$ cat config.mk
export PLATFORM = sky130hd
export DESIGN_NAME = ufr_ram
export DESIGN_NICKNAME = d
export VERILOG_FILES = /design/src/design/ufr_ram.sv
export SDC_FILE = /design/constraint.sdc
export NUM_CORES = 1
export LEC_CHECK = 0
export BUFFER_PORTS_ARGS = -buffer_cell sky130_fd_sc_hd__buf_2
export CORE_MARGIN = 3
export CORE_UTILIZATION = 30
export DETAILED_ROUTE_END_ITERATION = 8
export PLACE_DENSITY_LB_ADDON = 0.12
export SYNTH_ARGS = -nofsm -noshare
export SYNTH_HDL_FRONTEND = slang
export SYNTH_SLANG_ARGS = --single-unit
$ cat constraint.sdc
create_clock -name clock -period 2.31 [get_ports clock]
set_input_delay 0.231 -clock clock [delete_from_list [all_inputs] [get_ports clock]]
set_output_delay 0.231 -clock clock [all_outputs]
set_load 0.05 [all_outputs]
$ cat src/design/ufr_ram.sv
// ----------------------------------------------------------------------------
// ufr_ram
// Generic simple dual-port RAM: one write port, one read port, read data
// registered.
// ----------------------------------------------------------------------------
module ufr_ram #(
   parameter int WIDTH = 8,
   parameter int DEPTH = 2
) (
   input  logic                     clock,
   input  logic                     wr_en,
   input  logic [$clog2(DEPTH)-1:0] wr_addr,
   input  logic [WIDTH-1:0]         wr_data,
   input  logic [$clog2(DEPTH)-1:0] rd_addr,
   output logic [WIDTH-1:0]         rd_data
);

   logic [WIDTH-1:0] mem [DEPTH];
   logic [WIDTH-1:0] rd_data_ff;

   always_ff @(posedge clock) begin
      if (wr_en) begin
         mem[wr_addr] <= wr_data;
      end
      rd_data_ff <= mem[rd_addr];
   end

   assign rd_data = rd_data_ff;

endmodule

==> results of run 1 <==
## metal layers
metal,vias up,GRT usage,share of wire
li1,173,-,-
met1,163,0.0742,0.37
met2,12,0.103,0.55
met3,0,0.0475,0.079
met4,0,0.00993,0
met5,-,0,0
## worst paths after layout
| kind | end | slack [ns] | cells after the start | from |
|---|---|---|---|---|
| worst max-delay path | rd_data[5] | 1.21 | 1 | rd_data[5] |
| worst max register to register | rd_data[7] | 1.56 | 1 | mem[0][7] |
| worst min-delay path | mem[1][3] | 0.12 | 1 | wr_data[3] |
| worst min register to register | rd_data[6] | 0.48 | 1 | mem[1][6] |
## cells in the mapped netlist
| cell type | count | area, sq um |
|---|---|---|
| sky130_fd_sc_hd__edfxtp_1 | 16 | 480 |
| sky130_fd_sc_hd__buf_6 | 1 | 11.3 |
| sky130_fd_sc_hd__dfxtp_1 | 8 | 160 |
| sky130_fd_sc_hd__mux2_4 | 8 | 120 |
| sky130_fd_sc_hd__and2_1 | 1 | 6.26 |
| sky130_fd_sc_hd__nor2b_1 | 1 | 6.26 |
## flip-flops by register name, indices dropped and copies added (netlist names)
register / count
mem: 16
rd_data: 8
## area by class of cell
type / count / area, sq um
fill: 226 / 1410
sequential: 24 / 641
multi-input combinational: 10 / 133
timing repair buffer: 19 / 95.1
tap: 28 / 35.0
clock buffer: 3 / 22.5
## power groups by stage
stage / Clock, mW / Combinational, mW / Sequential (mW)
after detailed placement: 0 / 0.101 / 0.509
after global placement: 0 / 0.101 / 0.509
after global routing: 0.201 / 0.105 / 0.502
after CTS: 0.177 / 0.101 / 0.499
final: 0.167 / 0.0994 / 0.498
after floorplan: 0 / 0.0296 / 0.554
## cells by family after synthesis
kind of cell | after synthesis | share of synthesized area
flip-flops | 24 | 0.817
multiplexers | 8 | 0.153
AND/OR/NAND/NOR | 2 | 0.0160
buffers and inverters | 1 | 0.0144
## per-stage QoR
step | worst slack, ns | utilization | area, sq um | std cells | hold WS, ns
2_1_floorplan | 1.29 | - | 785 | 35 | 0.330
3_3_place_gp | 1.09 | 0.386 | 903 | 81 | 0.426
3_5_place_dp | 1.04 | 0.386 | 903 | 81 | 0.423
4_1_cts | 1.18 | 0.396 | 926 | 84 | 0.0988
5_1_grt | 1.13 | 0.396 | 926 | 84 | 0.0805
6_report | 1.21 | 0.396 | 926 | 84 | 0.115
## placed cells by master, fill, tap and decap left out, drive strengths merged
master and instances:
buf 19, mux2 8, clkbuf 3, nor2b 1, and2 1, dfxtp 8
edfxtp 16
==> impl_results.rst, run 1 <==
.. list-table::
   :header-rows: 1

   * - Metric
     - Value
   * - Final weighted congestion in routability-driven placement
     - 0.595
   * - Total I/O pin count
     - 20
   * - Power share of the sequential group
     - 0.651
   * - # hold bufs at CTS
     - 0
   * - Avg Cell Area, Syn
     - 22.4 sq um
   * - Worst path required time
     - 2.08 ns
   * - Vias in the first global route
     - 353
   * - Share of total power in the clock network
     - 0.219
   * - Internal Pwr Total
     - 0.587 mW
   * - Worst rel slew slack
     - 0.556
   * - Static Leakage
     - 0.377 nW
   * - Signed area change from the synthesized netlist to the final layout
     - 18.0%
   * - Final Hold Vio Count
     - 0
   * - Area of the die
     - 3260 sq um
   * - Data arrival, critical path
     - 0.87 ns
   * - Flop and latch count out of synthesis
     - 24
   * - Achievable clock frequency
     - 0.907 GHz
   * - Sw Pwr
     - 0.178 mW
   * - Largest net degree at the start of global routing
     - 13
   * - DRC viols
     - 0
   * - Max-cap check violation count
     - 0
   * - Worst voltage drop across the vdd grid
     - 434 uV
   * - Syn Std Cell Area
     - 785 sq um
   * - Remaining number of nets flagged by the antenna check after routing
     - 0
   * - Fraction of power spent switching nets
     - 0.233
   * - Number of nets produced by synthesis
     - 47
   * - Cell row count
     - 17
   * - Maximum single-stage delay on the critical path
     - 0.33 ns
   * - Worst hold path class
     - in -> reg
   * - Number of antenna violations at the first check in global routing
     - 0
   * - Final net count
     - 70
   * - Max Root-Sink Buffers
     - 2
   * - Fraction of final layout cells with drive strength greater than 1
     - 0.536
   * - Overall track demand over capacity in global routing
     - 0.0655
   * - Die X-Extent
     - 57.1 um
   * - Setup skew after layout
     - 0.000270 ns
   * - Post-CTS setup buffer count
     - 0
   * - CP startpoint kind
     - flip-flop
   * - Run status
     - finished, final reports clean
   * - Sinks on the clock net
     - 24
   * - CTS-repair resized insts
     - 0
   * - Total wire length after detailed routing
     - 889 um
   * - Starting density of the core
     - 0.335
   * - Later-pin clock latency in the skew report
     - 0.29 ns
   * - Cells traversed along the worst timing path
     - buf_2
   * - Number of buffers created by CTS
     - 3
   * - Share of synthesized area occupied by flip-flops and latches
     - 0.817
   * - Number of H-tree levels
     - 1
   * - Power density over cell area
     - 826 nW/um^2
   * - Unrepaired setup endpoints after global routing
     - false
   * - Count of port buffers added during placement
     - 19
   * - Count of unique library cells instantiated by Yosys
     - 6
   * - Endpoint class of the critical path
     - primary output
   * - Std-Cell Core Area
     - 2340 sq um
   * - Antenna fix cells
     - 0
   * - Vias
     - 348
   * - Total design power
     - 0.765 mW
   * - Number of instances in the synthesized netlist
     - 35
   * - Min Tclk post-route
     - 1.10 ns
   * - Vias per cell
     - 4.14
   * - Clock transition at the registers of the reported paths
     - 0.11 ns
   * - Synthesis warning total
     - 0
   * - Crit-path max FO
     - 1
   * - GR Overflow Total
     - 0
   * - Combinational share of power
     - 0.130
   * - Global-route wire length before repair
     - 1.52 mm
   * - Number of DRC markers in iteration 0
     - 0
   * - Slowest library cell on the worst path
     - sky130_fd_sc_hd__dfxtp_1
   * - Vertical die dimension
     - 57.1 um
   * - Critical setup path kind
     - reg -> out
   * - Actual slew at the worst max-slew pin
     - 0.664 ns
   * - Final cycle utilization of the critical path
     - 0.477
   * - CTS Root Cell
     - sky130_fd_sc_hd__clkbuf_4
   * - Setup violations, final
     - 0
   * - Pre-antenna DRT Iters
     - 1
   * - Final number of max-transition violations
     - 0
   * - CTS tree
     - done
   * - Sum of negative setup slack
     - 0 ns
   * - DR WL/cell
     - 10.6 um
   * - Family with the most delay on the worst path
     - flip-flops
   * - Count of buffer and inverter cells on the critical path
     - 1
Power figures use the tool's default switching activity.
==> run 2, diff against run 1 <==
clock period = 1.1 ns   (was 2.31 ns; I/O delays follow)
==> impl_results.rst, run 2 (synthesized netlist as in run 1, its figures left out) <==
.. list-table::
   :header-rows: 1

   * - Metric
     - Value
   * - Run status
     - finished, final reports clean
   * - Area of the die
     - 3260 sq um (unchanged)
   * - Count of buffer and inverter cells on the critical path
     - 1 (unchanged)
   * - Die X-Extent
     - 57.1 um (unchanged)
   * - Total design power
     - 1.63 mW (+110%)
   * - Hold path startpoint
     - rd_addr
   * - Core utilization of the finished layout
     - 0.433 (+0.0374)
   * - Static Leakage
     - 0.415 nW (+10%)
   * - DRC viols
     - 0 (unchanged)
   * - Reg with most FFs
     - mem
   * - Count of port buffers added during placement
     - 19 (unchanged)
   * - Remaining number of nets flagged by the antenna check after routing
     - 0 (unchanged)
   * - CTS Root Cell
     - sky130_fd_sc_hd__clkbuf_4
   * - Number of antenna violations at the first check in global routing
     - 0 (unchanged)
   * - Setup slack, reg-to-reg
     - 0.35 ns (-1.21 ns)
   * - Slowest library cell on the worst path
     - sky130_fd_sc_hd__dfxtp_1
   * - Hold endpoint
     - rd_data[0]
   * - Fraction of final layout cells with drive strength greater than 1
     - 0.477 (-0.0588)
   * - Number of buffers created by CTS
     - 3 (unchanged)
   * - Min Tclk post-route
     - 0.984 ns
   * - Sinks on the clock net
     - 24 (unchanged)
   * - Signed area change from the synthesized netlist to the final layout
     - 29.2%
   * - Vias per cell
     - 4.05 (-2.2%)
   * - End of the worst register-to-register path
     - rd_data[5]
   * - Starting density of the core
     - 0.335 (unchanged)
   * - Crit-path max FO
     - 1 (unchanged)
   * - Worst rel slew slack
     - 0.759 (+0.203)
   * - Achievable clock frequency
     - 1.02 GHz
   * - Worst path required time
     - 0.99 ns (-1.09 ns)
   * - Total I/O pin count
     - 20 (unchanged)
   * - Most common library cell in the layout ignoring fill and taps
     - sky130_fd_sc_hd__buf_2
   * - Sum of negative setup slack
     - 0 ns (unchanged)
   * - Family with the most delay on the worst path
     - flip-flops
   * - Setup skew after layout
     - 0.000336 ns (+0.0000662 ns)
   * - Critical setup path kind
     - reg -> out
   * - Global-route wire length before repair
     - 1.67 mm (+9.5%)
   * - Total wire length after detailed routing
     - 1.00 mm (+13%)
   * - Hold path cells
     - 2 (+1)
   * - CP startpoint kind
     - flip-flop
   * - Number of H-tree levels
     - 1 (unchanged)
   * - Later-pin clock latency in the skew report
     - 0.29 ns (about the same)
   * - Pre-antenna DRT Iters
     - 1 (unchanged)
   * - Final net count
     - 79 (+13%)
   * - Antenna fix cells
     - 0 (unchanged)
   * - Actual slew at the worst max-slew pin
     - 0.361 ns (-0.303 ns)
   * - Endpoint class of the critical path
     - primary output
   * - Max Root-Sink Buffers
     - 2 (unchanged)
   * - Max-cap check violation count
     - 0 (unchanged)
   * - Final cycle utilization of the critical path
     - 0.894
   * - Overall track demand over capacity in global routing
     - 0.0703 (+0.00478)
   * - Final weighted congestion in routability-driven placement
     - 0.594 (-0.29%)
   * - Clock transition at the registers of the reported paths
     - 0.11 ns (about the same)
   * - GR Overflow Total
     - 0 (unchanged)
   * - Cell row count
     - 17 (unchanged)
   * - CTS-repair resized insts
     - 0 (unchanged)
   * - Largest net degree at the start of global routing
     - 13 (unchanged)
   * - CTS tree
     - done
   * - Std-Cell Core Area
     - 2340 sq um (unchanged)
   * - DR WL/cell
     - 10.8 um (+1.9%)
   * - Source of the worst register-to-register timing path
     - mem[0][5]
   * - Number of DRC markers in iteration 0
     - 0 (unchanged)
   * - Worst hold path class
     - in -> reg
   * - # hold bufs at CTS
     - 8 (+8)
   * - Data arrival, critical path
     - 0.87 ns (about the same)
   * - Count of cells along the worst register-to-register path
     - 1 (unchanged)
   * - Vias in the first global route
     - 402 (+14%)
   * - Worst voltage drop across the vdd grid
     - 839 uV (+93%)
   * - Vias
     - 377 (+8.3%)
   * - Vertical die dimension
     - 57.1 um (unchanged)
   * - Setup violations, final
     - 0 (unchanged)
   * - Smallest hold slack
     - 0.244 ns (+0.129 ns)
   * - Count of fill cells added during filler insertion
     - 206 (-8.8%)
   * - Final number of max-transition violations
     - 0 (unchanged)
   * - Post-CTS setup buffer count
     - 0 (unchanged)
   * - Most frequent cells in the layout
     - 19 x sky130_fd_sc_hd__buf_2, 16 x sky130_fd_sc_hd__edfxtp_1, 8 x sky130_fd_sc_hd__mux2_4, 8 x sky130_fd_sc_hd__dlygate4sd3_1, 8 x sky130_fd_sc_hd__dfxtp_1
   * - Power density over cell area
     - 1610 nW/um^2 (+95%)
   * - Cells traversed along the worst timing path
     - buf_2
   * - Flip-flop count of the largest register, all copies and words added
     - 16 (unchanged)
   * - Maximum single-stage delay on the critical path
     - 0.33 ns (about the same)
   * - Final Hold Vio Count
     - 0 (unchanged)
   * - Unrepaired setup endpoints after global routing
     - false
run 2: changes by cell type in the layout (fill, tap and decap cells not counted):
cell                            previous run  this run
sky130_fd_sc_hd__buf_4                     0         1
sky130_fd_sc_hd__dlygate4sd3_1             0         8
run 2: per-stage QoR:
step,cells,instance area (sq um),worst slack (ns)
floorplan,35,785,0.197
global placement,82,911,0.240
detailed placement,82,911,0.187
CTS,93,1010,0.0937
global route,93,1010,0.0501
finish,93,1010,0.116
run 2: power by group:
group / total [mW] / switching [mW] / internal [mW]
Combinational: 0.234 / 0.141 / 0.0932
Sequential: 1.05 / 0.0141 / 1.03
Clock: 0.352 / 0.225 / 0.128
run 2: layout make-up:
cell class | count | area, sq um | share of cell area
timing repair buffer | 28 | 183 | 0.180
sequential | 24 | 641 | 0.632
clock buffer | 3 | 22.5 | 0.0222
multi-input combinational | 10 | 133 | 0.131
tap | 28 | 35.0 | 0.0346
run 2: layer usage:
layer / GRT usage / wire [um] / vias to the layer above
met5: 0 / 0 / -
met4: 0.00993 / 0 / 0
met3: 0.0475 / 87 / 0
met2: 0.127 / 554 / 15
met1: 0.0672 / 361 / 174
li1: - / - / 188
run 2: worst max path at each step:
stage	endpoint	start	depth (start not counted)	slack (ns)
2_1_floorplan	mem[0][0]	wr_en	1	0.20
3_3_place_gp	mem[1][1]	wr_addr	2	0.24
3_5_place_dp	mem[1][2]	wr_addr	2	0.19
4_1_cts	rd_data[5]	rd_data[5]	1	0.09
5_1_grt	rd_data[5]	rd_data[5]	1	0.05
6_report	rd_data[5]	rd_data[5]	1	0.12
